$ cat config.mk
export PLATFORM = sky130hd
export DESIGN_NAME = byte_serial_binary_decimal_add_sub
export DESIGN_NICKNAME = d
export VERILOG_FILES = /design/src/rtl/core/bsbd_pkg.sv /design/src/rtl/core/bsbd_alu.sv /design/src/rtl/core/byte_serial_binary_decimal_add_sub.sv
export SDC_FILE = /design/constraint.sdc
export NUM_CORES = 1
export LEC_CHECK = 0
export ABC_AREA = 1
export BUFFER_PORTS_ARGS = -buffer_cell sky130_fd_sc_hd__clkbuf_2
export CORE_MARGIN = 10
export CORE_UTILIZATION = 40
export CTS_BUF_LIST = sky130_fd_sc_hd__clkbuf_2 sky130_fd_sc_hd__clkbuf_4 sky130_fd_sc_hd__clkbuf_8
export DETAILED_ROUTE_END_ITERATION = 8
export PLACE_DENSITY = 0.61
export SYNTH_ARGS = -nofsm -noshare
export SYNTH_HDL_FRONTEND = slang
export SYNTH_HIERARCHICAL = 1
export SYNTH_SLANG_ARGS = --single-unit
export TNS_END_PERCENT = 100
$ cat constraint.sdc
create_clock -name clk -period 4.7 [get_ports clk]
set_input_delay 0.235 -clock clk [delete_from_list [all_inputs] [get_ports clk]]
set_output_delay 0.235 -clock clk [all_outputs]
set_load 0.01 [all_outputs]
$ cat src/rtl/core/bsbd_pkg.sv
// Package: action and condition codes, transaction payload types and carry state type for the add/sub block.
package bsbd_pkg;

	localparam logic [1:0] ACT_BIN_ADD = 2'd0;
	localparam logic [1:0] ACT_BIN_SUB = 2'd1;
	localparam logic [1:0] ACT_DEC_ADD = 2'd2;
	localparam logic [1:0] ACT_DEC_SUB = 2'd3;

	localparam logic [1:0] CC_NEGATIVE = 2'd1;
	localparam logic [1:0] CC_ZERO     = 2'd2;
	localparam logic [1:0] CC_POSITIVE = 2'd3;

	typedef struct packed {
		logic [1:0] action;
		logic [7:0] a_byte;
		logic [7:0] b_byte;
		logic       b_in_field;
		logic       last_byte;
	} in_t;

	typedef struct packed {
		logic [7:0] result_byte;
		logic [1:0] cond_code;
		logic       field_done;
	} out_t;

	typedef struct packed {
		logic [1:0] carry_or_borrow;
		logic       any_nonzero;
	} acc_t;

endpackage

$ cat src/rtl/core/bsbd_alu.sv
// Byte datapath: binary and zoned decimal add/subtract for one byte position plus condition code.
module bsbd_alu (
	input  bsbd_pkg::in_t  item,
	input  bsbd_pkg::acc_t acc,
	output bsbd_pkg::out_t res,
	output bsbd_pkg::acc_t acc_next
);

	logic [7:0]  b_eff;
	logic [9:0]  bin_sum;
	logic [10:0] bin_diff;
	logic [5:0]  dec_sum;
	logic [5:0]  dec_diff;
	logic [5:0]  dec_diff_adj;
	logic [3:0]  dec_sum_dig;
	logic [1:0]  dec_sum_carry;
	logic [7:0]  byte_out;
	logic [1:0]  cout;
	logic        nz;
	logic        sub;
	logic        nz_acc;

	assign b_eff = item.b_in_field ? item.b_byte : 8'd0;

	assign bin_sum  = {2'b00, item.a_byte} + {2'b00, b_eff} + {8'd0, acc.carry_or_borrow};
	assign bin_diff = {3'b000, item.a_byte} - {3'b000, b_eff} - {9'd0, acc.carry_or_borrow};

	// low nibbles only; sum tops out at 33, so three compares give quotient and digit
	assign dec_sum  = {2'b00, item.a_byte[3:0]} + {2'b00, b_eff[3:0]}
		+ {4'd0, acc.carry_or_borrow};
	assign dec_diff = {2'b00, item.a_byte[3:0]} - {2'b00, b_eff[3:0]}
		- {4'd0, acc.carry_or_borrow};
	assign dec_diff_adj = dec_diff + 6'd10;

	always_comb begin
		priority if (dec_sum >= 6'd30) begin
			dec_sum_carry = 2'd3;
			dec_sum_dig   = 4'(dec_sum - 6'd30);
		end else if (dec_sum >= 6'd20) begin
			dec_sum_carry = 2'd2;
			dec_sum_dig   = 4'(dec_sum - 6'd20);
		end else if (dec_sum >= 6'd10) begin
			dec_sum_carry = 2'd1;
			dec_sum_dig   = 4'(dec_sum - 6'd10);
		end else begin
			dec_sum_carry = 2'd0;
			dec_sum_dig   = dec_sum[3:0];
		end
	end

	always_comb begin
		unique case (item.action)
			bsbd_pkg::ACT_BIN_ADD: begin
				byte_out = bin_sum[7:0];
				cout     = bin_sum[9:8];
				nz       = (bin_sum[7:0] != 8'd0);
			end
			bsbd_pkg::ACT_BIN_SUB: begin
				byte_out = bin_diff[7:0];
				cout     = {1'b0, bin_diff[10]};
				nz       = (bin_diff[7:0] != 8'd0);
			end
			bsbd_pkg::ACT_DEC_ADD: begin
				byte_out = {item.a_byte[7:4], dec_sum_dig};
				cout     = dec_sum_carry;
				nz       = (dec_sum_dig != 4'd0);
			end
			default: begin
				// negative difference gets ten added once; zone kept as is
				byte_out = {item.a_byte[7:4],
					dec_diff[5] ? dec_diff_adj[3:0] : dec_diff[3:0]};
				cout     = {1'b0, dec_diff[5]};
				nz       = dec_diff[5] ? (dec_diff_adj[3:0] != 4'd0)
					: (dec_diff[3:0] != 4'd0);
			end
		endcase
	end

	assign sub    = item.action[0];
	assign nz_acc = acc.any_nonzero | nz;

	always_comb begin
		res.result_byte = byte_out;
		res.field_done  = item.last_byte;
		res.cond_code   = 2'd0;
		if (item.last_byte) begin
			if (!sub) begin
				res.cond_code = {(cout != 2'd0), nz_acc};
			end else if (cout != 2'd0) begin
				res.cond_code = bsbd_pkg::CC_NEGATIVE;
			end else if (!nz_acc) begin
				res.cond_code = bsbd_pkg::CC_ZERO;
			end else begin
				res.cond_code = bsbd_pkg::CC_POSITIVE;
			end
		end
		if (item.last_byte) begin
			acc_next = '0;
		end else begin
			acc_next.carry_or_borrow = cout;
			acc_next.any_nonzero     = nz_acc;
		end
	end

endmodule

$ cat src/rtl/core/byte_serial_binary_decimal_add_sub.sv
// Top level: input register, byte datapath, result register and carry/nonzero state.
//
//   channel | direction | handshake               | payload
//   in      | input     | in_valid / in_ready     | in_data  (bsbd_pkg::in_t)
//   out     | output    | out_valid / out_ready   | out_data (bsbd_pkg::out_t)
//
// One byte per cycle unless the output stalls; input register, then result register.
// The carry/nonzero state is updated as a byte moves from the input register into the
// result register, so consecutive bytes chain through that single register.
// Reset clears both valid flags and the carry/nonzero state.
// A stalled output backs up the input register, then in_ready drops.
module byte_serial_binary_decimal_add_sub (
	input  logic           clk,
	input  logic           arst_n,
	input  logic           in_valid,
	output logic           in_ready,
	input  bsbd_pkg::in_t  in_data,
	output logic           out_valid,
	input  logic           out_ready,
	output bsbd_pkg::out_t out_data
);

	bsbd_pkg::in_t  item_s1;
	logic           valid_s1;
	bsbd_pkg::out_t res_s2;
	logic           valid_s2;
	bsbd_pkg::acc_t acc_q;
	bsbd_pkg::out_t res_next;
	bsbd_pkg::acc_t acc_next;
	logic           adv_s2;

	assign adv_s2   = valid_s1 && (!valid_s2 || out_ready);
	assign in_ready = !valid_s1 || adv_s2;

	bsbd_alu u_alu (
		.item     (item_s1),
		.acc      (acc_q),
		.res      (res_next),
		.acc_next (acc_next)
	);

	always_ff @(posedge clk or negedge arst_n) begin
		if (!arst_n) begin
			valid_s1 <= 1'b0;
			valid_s2 <= 1'b0;
			acc_q    <= '0;
		end else begin
			if (in_ready) begin
				valid_s1 <= in_valid;
			end
			if (adv_s2) begin
				valid_s2 <= 1'b1;
				acc_q    <= acc_next;
			end else if (out_ready) begin
				valid_s2 <= 1'b0;
			end
		end
	end

	always_ff @(posedge clk) begin
		if (in_ready && in_valid) begin
			item_s1 <= in_data;
		end
		if (adv_s2) begin
			res_s2 <= res_next;
		end
	end

	assign out_valid = valid_s2;
	assign out_data  = res_s2;

	// condition code only on the closing byte of a field
	assert property (@(posedge clk) disable iff (!arst_n)
		(valid_s2 && !res_s2.field_done) |-> (res_s2.cond_code == 2'd0))
		else $error("cond_code set on a non-final byte");

	// state is cleared once the last byte leaves the datapath
	assert property (@(posedge clk) disable iff (!arst_n)
		(adv_s2 && item_s1.last_byte) |=> (acc_q == '0))
		else $error("carry/nonzero state not cleared after last byte");

	// state moves only with a byte
	assert property (@(posedge clk) disable iff (!arst_n)
		!adv_s2 |=> $stable(acc_q))
		else $error("carry/nonzero state changed without a byte");

	// an empty input register always takes a transaction
	assert property (@(posedge clk) disable iff (!arst_n)
		!valid_s1 |-> in_ready)
		else $error("input stalled while input register empty");

endmodule

==> run metrics, run 1 <==
Synth Area in Compound Gates=0.0704; Crit Path Category=flop to flop; root buf cell=clkbuf_8; cell count after synthesis=around 410; fin. max-slew vios=0; Worst setup SP type=flop; RePlAce Congestion=roughly 0.91; H-tree depth=2; worst-skew pair later-pin latency=about 280 ps; RSZ-0062 raised after global routing=no; crit end category=flop; Total Power=roughly 1.2 mW; Vias=about 2.7k; P&R area growth vs syn=12.6%; Wirelength per Cell=roughly 12 um; worst vdd ir=197 uV; fin crit period=slightly below 4000 ps; P_leak=roughly 1.8 nW; hold_sp=in_data[6]; Post-Synth Simple-Gate Area=0.323; fraction of layout cells with a size suffix above 1=0.174; Sw Ratio=0.407; Ant. Diodes=0; data arrival time of the worst path=3950 ps; antenna viol nets, final=0; switching power=around 0.51 mW; fin util=0.458; # rows=32; register area share after synthesis=0.340; syn_area_per_cell=~7.6 um2; Port Buf Inserts=36; Max Buffers Root-to-Sink=2; Post-DP HPWL=5.73 mm; Clock Sinks=36; CTS tree=built; relative max-transition margin=0.528; Slew @ Worst Pin=707 ps; initial DRC count=117; Int Power=between 0.7 and 0.8 mW; Die Y=approximately 110 um; Fin Setup TNS=0 ps; xor/xnor share of the synthesized area=0.0113; initial antenna violation count=0; Required @ worst endpoint=between 4000 and 5000 ps; Synth Warn #=6; Max Cap Viol=0; crit path from=item_s1[1]; Core ar.=about 0.0076 mm2; Power Density=between 300 and 400 mW/mm2; Comb power frac=0.473; worst r2r src=item_s1[1]; clock slew at reported path FFs=around 70 ps; vias per cell=~4.8; Post-Syn Nets=469; vias in the first global route=around 2.7k; synthesized flop and latch total=36; Post-synth ARST share=0.139; first-pass GRT wire length=around 12 mm; die width=108 um; Initial Util=0.407; Max Clk Rate=~260 MHz; Worst Skew=approximately 4.7 ps; Adder-Cell Fraction of Synth Area=0.165; Tcrit/Tclk final=0.830; synth unique cells=34; final wirelength=just under 7 mm; Post-synth EDFFs=31; die area=~0.012 mm2; DR pass1 iterations=4; CTS buffer count=5; largest net degree at the start of global routing=21; sequential power share=0.342; Final Setup Violations=0; # DRC=0; io pins=37; Clk pwr share=0.185; Post-CTS Setup Inserts=0; status=complete, no violations; final-report hold violation count=0; total grt overflow=0; largest family of logic cells by synthesized area=simple AND/OR/NAND/NOR gates; Syn Std Cell Area=0.00311 mm2; post-synthesis mux area share=0; Main synth FF type=edfxtp_1; hold crit path type=input pin to flop; peak fanout along the critical path=8; Layout Nets=a little over 500; total global routing track utilization=0.121
-- placed cells by master, fill, tap and decap left out --
cell type and n:
nand3b_1 1, or2_2 1, inv_2 4, fa_1 5, o211ai_1 2, o221ai_1 1
ha_1 33, or2_0 1, xor2_1 2, clkbuf_4 2, dfrtp_1 5, a21oi_2 1
nand3_2 6, inv_1 65, nor2_2 7, clkbuf_8 6, nand4_2 1, nand2_4 1
nand2_1 126, clkbuf_2 36, o21bai_1 3, nand2_2 13, o2111ai_1 4, xnor2_1 2
nand4_1 5, a22oi_1 4, dlygate4sd3_1 1, a21oi_1 13, a31oi_1 1, o21ai_0 4
edfxtp_1 31, nor3_1 1, nor2_1 27, nand3_1 33, o21a_1 1
-- stage by stage --
stage | setup slack, ps | cell area, um2 | hold slack (ps) | instances
3_5_place_dp | 802 | 3390 | 57.1 | 542
4_1_cts | 787 | 3500 | 111 | 551
5_1_grt | 343 | 3500 | 98.8 | 551
2_1_floorplan | 1080 | 3110 | -60.6 | 407
3_3_place_gp | 927 | 3390 | 56.0 | 542
6_report | 797 | 3500 | 120 | 551
-- worst max-delay path: stages, from the launching register on --
cell and delay, ps:
edfxtp_1 500, nand2_1 180, fa_1 510, inv_1 40, ha_1 220, fa_1 590
inv_1 180, ha_1 240, a21oi_1 140, nand2_1 70, nor2_2 120, nand2_2 100
nand2_2 70, nand2_1 70, nand2_1 80, nand3_1 70, nor2_1 120, nand2_1 60
nand2_1 60, nand4_1 90, nor2_1 100, nor2_1 40
-- repair_timing --
| action | 4_1_cts | 5_1_grt |
|---|---|---|
| resized for setup | 0 | 0 |
| endpoints found under the setup margin | 0 | 0 |
| hold buffers | 1 | 0 |
| endpoints found under the hold margin | 5 | 0 |
-- final timing paths --
| path | end | slack (ps) | cells after the start |
|---|---|---|---|
| setup / recovery | out_data[1] | 800 | 21 |
| hold / removal | item_s1[6] | 120 | 1 |
| setup reg to reg | out_data[1] | 800 | 21 |
| hold reg to reg | acc_q[2] | 510 | 2 |
| max in group asynchronous | out_valid | 4260 | 2 |
| min in group asynchronous | valid_s1 | 310 | 2 |
-- routing by layer --
metal | part of all wire | vias up | global-route usage | routed length (um)
li1 | - | 1386 | - | -
met1 | 0.47 | 1196 | 0.148 | 3170
met2 | 0.46 | 73 | 0.199 | 3080
met3 | 0.059 | 6 | 0.0357 | 396
met4 | 0.016 | 0 | 0.0429 | 110
met5 | 0 | - | 0 | 0
-- logic make-up after synthesis --
logic type | Yosys count
flip-flops | 36
adder cells (fa/ha/maj) | 38
XOR/XNOR | 4
AND/OR/NAND/NOR | 223
AO/OA/AOI/OAI | 34
buffers and inverters | 72
-- flip-flops by register name (all words and copies together) (netlist names) --
register   flops
valid_s1       1
acc_q          3
out_data      11
out_valid      1
item_s1       20
-- synthesized netlist by cell type, types with 2 or more instances --
cell / n / area (um2)
inv_2: 4 / 15.0
inv_1: 65 / 244
nor2_2: 7 / 43.8
nand3_2: 6 / 60.1
edfxtp_1: 31 / 931
nand3_1: 33 / 165
nand2_2: 13 / 81.3
o21ai_0: 4 / 20.0
fa_1: 5 / 100
nand4_1: 5 / 31.3
a21oi_1: 13 / 65.1
nand2_1: 126 / 473
ha_1: 33 / 413
nor2_1: 27 / 101
xor2_1: 2 / 17.5
xnor2_1: 2 / 17.5
a22oi_1: 4 / 30.0
dfrtp_1: 5 / 125
o2111ai_1: 4 / 35.0
o21bai_1: 3 / 22.5
o211ai_1: 2 / 15.0
-- layout make-up --
| type | count | area, um2 |
|---|---|---|
| fillers | 767 | 4150 |
| repair buffers | 37 | 190 |
| flip-flops and latches | 36 | 1060 |
| inverters | 69 | 259 |
| well taps | 102 | 128 |
| clock buffers | 8 | 97.6 |
| multi-input cells | 299 | 1770 |
-- power groups by stage --
stage	clock network [mW]	registers, mW	logic (mW)
after global placement	0	0.434	0.581
final	0.231	0.427	0.590
after detailed placement	0	0.435	0.583
after global routing	0.259	0.431	0.685
after floorplan	0	0.436	0.439
after CTS	0.239	0.428	0.589
Power figures use the tool's default switching activity.
==> inputs of run 2 (changes only) <==
- PLACE_DENSITY: 0.61 -> 0.64
- clock period: 4.7 -> 3.1 ns (I/O delays scaled with it)
==> run metrics, run 2 (synthesized netlist as in run 1, its figures left out) <==
antenna viol nets, final=0 (unchanged); Initial Util=0.407 (unchanged); peak fanout along the critical path=4 (was 8); most frequent cells in the layout=nand2_1 (115), inv_1 (59), buf_4 (37) (was nand2_1 (126), inv_1 (65), clkbuf_2 (36)); Crit-path slowest cell=fa_2 (was fa_1); root buf cell=clkbuf_8 (unchanged); Sw Ratio=0.402 (was 0.407); Most Frequent Cell on Critical Path=nand2_2 (was nand2_1); largest net degree at the start of global routing=21 (unchanged); R2R Setup Slk=-300 ps (was 800 ps); status=finished, violations left (was complete, no violations); vias per cell=4.84 (was 4.83); max reg flops=20 (unchanged); # DRC=0 (unchanged); final-report hold violation count=0 (unchanged); CP peak stage delay=590 ps (about the same); P_leak=2.04 nW (was 1.83 nW); hold_sp=in_data[12] (was in_data[6]); failing checks=negative setup slack; placed cell area=0.00369 mm2 (was 0.00339 mm2); crit-path cells=nand2_4 > fa_1 > inv_2 > ha_4 > fa_2 > inv_4 > ha_4 > a21oi_2 > nand2_1 > nor2_2 > nand2_2 > nand2_2 > nand2_2 > nand2_1 > nand3_1 > nor2_1 > nand2_1 > nand2_2 > a21oi_2 > nor2_1 > nor2_1 (was nand2_1 > fa_1 > inv_1 > ha_1 > fa_1 > inv_1 > ha_1 > a21oi_1 > nand2_1 > nor2_2 > nand2_2 > nand2_2 > nand2_1 > nand2_1 > nand3_1 > nor2_1 > nand2_1 > nand2_1 > nand4_1 > nor2_1 > nor2_1); Clock Sinks=36 (unchanged); post-route cell area=0.00400 mm2 (was 0.00350 mm2); RSZ-0062 raised after global routing=yes (was no); Worst setup SP type=flop (unchanged); Wirelength per Cell=13.3 um (was 12.2 um); CTS tree=built (unchanged); Core ar.=0.00765 mm2 (unchanged); crit end category=flop (unchanged); Port Buf Inserts=36 (unchanged); hold crit path type=input pin to flop (unchanged); Hold EP=item_s1[12] (was item_s1[6]); CTS buffer count=5 (unchanged); switching power=0.903 mW (was 0.509 mW); Vias=2,851 (was 2,661); Fillers=729 (was 767); M3 GR Usage=0.0327 (was 0.0357); Top reg by flops=item_s1 (unchanged); Required @ worst endpoint=3150 ps (was 4740 ps); DR pass1 iterations=7 (was 4); Comb power frac=0.544 (was 0.473); worst-skew pair later-pin latency=290 ps (was 280 ps); Total Power=2.25 mW (was 1.25 mW); H-tree depth=2 (unchanged); data arrival time of the worst path=3450 ps (was 3950 ps); vias in the first global route=2,894 (was 2,675); worst r2r src=item_s1[1] (unchanged); Int Power=1.34 mW (was 0.740 mW); die width=108 um (unchanged); Die Y=108 um (unchanged); Max Buffers Root-to-Sink=2 (unchanged); first-pass GRT wire length=12.9 mm (was 11.6 mm); Ant. Diodes=0 (unchanged); Worst Skew=7.38 ps (was 4.71 ps); met1 usage=0.166 (was 0.148); # rows=32 (unchanged); Max Clk Rate=294 MHz (was 256 MHz); clock slew at reported path FFs=80 ps (was 70 ps); Layout Nets=548 (was 510); Max Cap Viol=0 (unchanged); io pins=37 (unchanged); Tcrit/Tclk final=1.10 (was 0.830); die area=0.0117 mm2 (unchanged); Post-DP HPWL=6.26 mm (was 5.73 mm); relative max-transition margin=0.514 (was 0.528); Final Setup Violations=7 (was 0); commonest non-fill, non-tap cell in the layout=nand2_1 (unchanged); cell depth of the worst flop-to-flop path=21 (unchanged); Power Density=562 mW/mm2 (was 357 mW/mm2); total grt overflow=0 (unchanged); Clk pwr share=0.169 (was 0.185); P&R area growth vs syn=28.5% (was 12.6%); hold depth=1 (unchanged); RePlAce Congestion=0.899 (was 0.905); fraction of layout cells with a size suffix above 1=0.324 (was 0.174); fin. max-slew vios=0 (unchanged); FF-to-FF End=out_data[1] (unchanged); Final WS setup=-298 ps (was 797 ps); fin crit period=3400 ps (was 3900 ps); initial DRC count=101 (was 117); Crit Path Category=flop to flop (unchanged); Most Used Layer, Global Route=met2 (unchanged); met2 GRT Util=0.222 (was 0.199); sequential power share=0.287 (was 0.342); worst vdd ir=297 uV (was 197 uV); WHS=31.9 ps (was 120 ps); final wirelength=7.81 mm (was 6.75 mm); Slew @ Worst Pin=728 ps (was 707 ps); initial antenna violation count=0 (unchanged); total global routing track utilization=0.135 (was 0.121)
## run 2: timing repair
item | in CTS | in global routing
setup buffers | 3 | 4
endpoints found under the setup margin | 9 | 10
hold endpoints to repair | 5 | 0
pin swaps | 6 | 16
hold buffers | 1 | 0
gates cloned | 0 | 0
gates resized for setup | 8 | 29
## run 2: layout make-up
cell class | instances | area (um2) | share of cell area
multi-input cells | 299 | 1960 | 0.491
flip-flops and latches | 36 | 1060 | 0.264
clock buffers | 8 | 104 | 0.0260
well taps | 102 | 128 | 0.0319
repair buffers | 75 | 479 | 0.120
inverters | 69 | 267 | 0.0667
## run 2: critical path: cells and delay by family (launching register included)
kind	cells	cell delay, ps
buffers and inverters	2	120
AND/OR/NAND/NOR	13	1040
AO/OA/AOI/OAI	2	170
adder cells (fa/ha/maj)	4	1380
flip-flops	1	430
## run 2: worst max path at each step
stage                     startpoint  cells after the start          end
final                     item_s1[1]                     21  out_data[1]
after floorplan           item_s1[1]                     22  out_data[1]
after CTS                 item_s1[1]                     21  out_data[1]
after detailed placement    acc_q[2]                     21  out_data[1]
after global routing      item_s1[1]                     21  out_data[1]
after global placement      acc_q[2]                     21  out_data[1]
## run 2: metrics by stage
stage                     utilization  worst slack, ps  setup TNS, ps  cells
final                           0.523             -298          -1460    589
after global routing            0.523             -505          -3080    589
after CTS                       0.503             -263          -1320    586
after detailed placement        0.482             -307          -1620    574
after global placement          0.482             -228          -1060    574
after floorplan                     -             -187           -487    407
## run 2: power by group through the flow
stage	sequential, mW	clock [mW]	combinational, mW
3_3_place_gp	0.651	0	1.06
4_1_cts	0.643	0.395	1.13
5_1_grt	0.650	0.412	1.37
2_1_floorplan	0.661	0	0.706
6_report	0.643	0.380	1.22
3_5_place_dp	0.652	0	1.08
## run 2: layer usage
layer / vias to the layer above / wire length (um)
met1: 1286 / 3560
met3: 15 / 453
met5: - / 0
met4: 0 / 196
met2: 74 / 3610
li1: 1476 / -
==> inputs of run 3 (changes only) <==
- MAX_ROUTING_LAYER: unset -> met4
==> run metrics, run 3 (synthesized netlist as in run 1, its figures left out) <==
status=finished, violations left (unchanged); failing checks=negative setup slack (unchanged); Max Clk Rate=294 MHz (about the same); Crit Path Category=flop to flop (unchanged); total grt overflow=0 (unchanged); CTS buffer count=5 (unchanged); Post-DP HPWL=6.29 mm (was 6.26 mm); Hold EP=item_s1[0] (was item_s1[12]); initial DRC count=114 (was 101); commonest non-fill, non-tap cell in the layout=nand2_1 (unchanged); FF-to-FF End=out_data[1] (unchanged); met3 WL=434 um (was 453 um); first-pass GRT wire length=12.8 mm (was 12.9 mm); die area=0.0117 mm2 (unchanged); Initial Util=0.407 (unchanged); placed cell area=0.00370 mm2 (was 0.00369 mm2); Crit-path slowest cell=fa_2 (unchanged); Layout Nets=551 (was 548); hold crit path type=input pin to flop (unchanged); switching power=0.950 mW (was 0.903 mW); Max Buffers Root-to-Sink=2 (unchanged); hold depth=1 (unchanged); Clock Sinks=36 (unchanged); peak fanout along the critical path=4 (unchanged); most frequent cells in the layout=nand2_1 (111), inv_1 (58), buf_4 (39) (was nand2_1 (115), inv_1 (59), buf_4 (37)); Wirelength per Cell=13.3 um (about the same); die width=108 um (unchanged); Int Power=1.39 mW (was 1.34 mW); Required @ worst endpoint=3160 ps (was 3150 ps); Slew @ Worst Pin=722 ps (was 728 ps); Ant. Diodes=0 (unchanged); cell depth of the worst flop-to-flop path=21 (unchanged); total global routing track utilization=0.140 (was 0.135); data arrival time of the worst path=3460 ps (was 3450 ps); CP peak stage delay=580 ps (was 590 ps); Clk pwr share=0.180 (was 0.169); Top reg by flops=item_s1 (unchanged); DR pass1 iterations=5 (was 7); max reg flops=20 (unchanged); routed wl met2=3.69 mm (was 3.61 mm); Max Cap Viol=0 (unchanged); Vias=2,899 (was 2,851); RSZ-0062 raised after global routing=yes (unchanged); Comb power frac=0.545 (was 0.544); fin. max-slew vios=0 (unchanged); vias in the first global route=2,887 (was 2,894); crit end category=flop (unchanged); Port Buf Inserts=36 (unchanged); worst vdd ir=246 uV (was 297 uV); P_leak=2.06 nW (was 2.04 nW); root buf cell=clkbuf_8 (unchanged); final wirelength=7.88 mm (was 7.81 mm); Power Density=577 mW/mm2 (was 562 mW/mm2); Final Setup Violations=8 (was 7); Most Frequent Cell on Critical Path=nand2_1 (was nand2_2); sequential power share=0.275 (was 0.287); initial antenna violation count=0 (unchanged); worst-skew pair later-pin latency=300 ps (was 290 ps); clock slew at reported path FFs=70 ps (was 80 ps); largest net degree at the start of global routing=21 (unchanged); final-report hold violation count=0 (unchanged); worst r2r src=item_s1[1] (unchanged); max layer used=met4 (unchanged); # rows=32 (unchanged); # DRC=0 (unchanged); relative max-transition margin=0.518 (was 0.514); Final WS setup=-298 ps (about the same); io pins=37 (unchanged); Sw Ratio=0.406 (was 0.402); Core ar.=0.00765 mm2 (unchanged); crit-path cells=nand2_4 > fa_1 > inv_2 > ha_4 > fa_2 > inv_4 > ha_4 > a21oi_2 > nand2_1 > nor2_2 > nand3_1 > nand2_1 > nand2_1 > nand2_1 > nand2_2 > nor2_2 > nand2_1 > nand2_1 > nand4_1 > nor2_1 > nor2_1 (was nand2_4 > fa_1 > inv_2 > ha_4 > fa_2 > inv_4 > ha_4 > a21oi_2 > nand2_1 > nor2_2 > nand2_2 > nand2_2 > nand2_2 > nand2_1 > nand3_1 > nor2_1 > nand2_1 > nand2_2 > a21oi_2 > nor2_1 > nor2_1); antenna viol nets, final=0 (unchanged); Worst Skew=5.13 ps (was 7.38 ps); Worst setup SP type=flop (unchanged); RePlAce Congestion=0.907 (was 0.899); CTS tree=built (unchanged); Die Y=108 um (unchanged); R2R Setup Slk=-300 ps (about the same); P&R area growth vs syn=30.4% (was 28.5%); H-tree depth=2 (unchanged); vias per cell=4.90 (was 4.84); Tcrit/Tclk final=1.10 (about the same); fin crit period=3400 ps (about the same); fraction of layout cells with a size suffix above 1=0.347 (was 0.324); met1 WL=3.53 mm (was 3.56 mm); Fin Setup TNS=-1470 ps (was -1460 ps); hold_sp=in_data[0] (was in_data[12]); crit path from=item_s1[1] (unchanged); post-route cell area=0.00405 mm2 (was 0.00400 mm2)
## run 3: changes by cell type in the layout (fill, tap and decap cells not counted), moves of 2 or more
cell and delta:
buf_4 +2, clkbuf_8 -2, nand2_1 -4, nand2_2 +4, nand3_1 -2, nand3_2 +2
nor2_1 -2, nor2_2 +2
## run 3: cell type report
cell class	instances	area, um2
Clock inverter	2	35.0
Multi-Input combinational cell	299	1990
Tap cell	102	128
Timing Repair Buffer	78	505
Inverter	69	267
Sequential cell	36	1060
Clock buffer	6	76.3
Fill cell	723	3590
## run 3: critical path: cells and delay by family, from the launching register on
kind	cells	cell delay [ps]
simple gates	14	1120
compound gates	1	100
fa+ha+maj	4	1380
flops	1	440
buf+inv	2	110
## run 3: power by group through the flow
stage | clock, mW | combinational (mW) | sequential [mW]
floorplan | 0 | 0.706 | 0.661
detailed placement | 0 | 1.09 | 0.651
CTS | 0.432 | 1.14 | 0.642
global placement | 0 | 1.07 | 0.651
global route | 0.452 | 1.42 | 0.649
finish | 0.422 | 1.27 | 0.642
## run 3: metal layers
layer,vias up,track usage
met5,-,-
met4,0,0.0620
met3,21,0.0309
met2,85,0.222
met1,1312,0.165
li1,1481,-
## run 3: per-stage QoR
stage	std cells	hold WS, ps	utilization	worst slack (ps)	power [mW]
after floorplan	407	-141	-	-187	1.37
after global placement	575	-3.40	0.483	-233	1.72
after detailed placement	575	-7.72	0.483	-328	1.74
after CTS	585	21.7	0.506	-242	2.21
after global routing	592	23.2	0.530	-545	2.52
final	592	30.8	0.530	-298	2.34
## run 3: how the worst max path moves through the flow
stage	endpoint	slack, ps	cells past startpoint
final	out_data[1]	-300	21
after global routing	out_data[1]	-550	21
after CTS	out_data[1]	-240	21
after detailed placement	out_data[1]	-330	21
after global placement	out_data[1]	-230	21
after floorplan	out_data[1]	-190	22
## run 3: timing repair
item / CTS / global route
buffers inserted: 3 / 7
resized for setup: 13 / 35
hold buffers: 1 / 0
endpoints found under the hold margin: 5 / 0
setup endpoints to repair: 9 / 10
pin swaps: 19 / 25
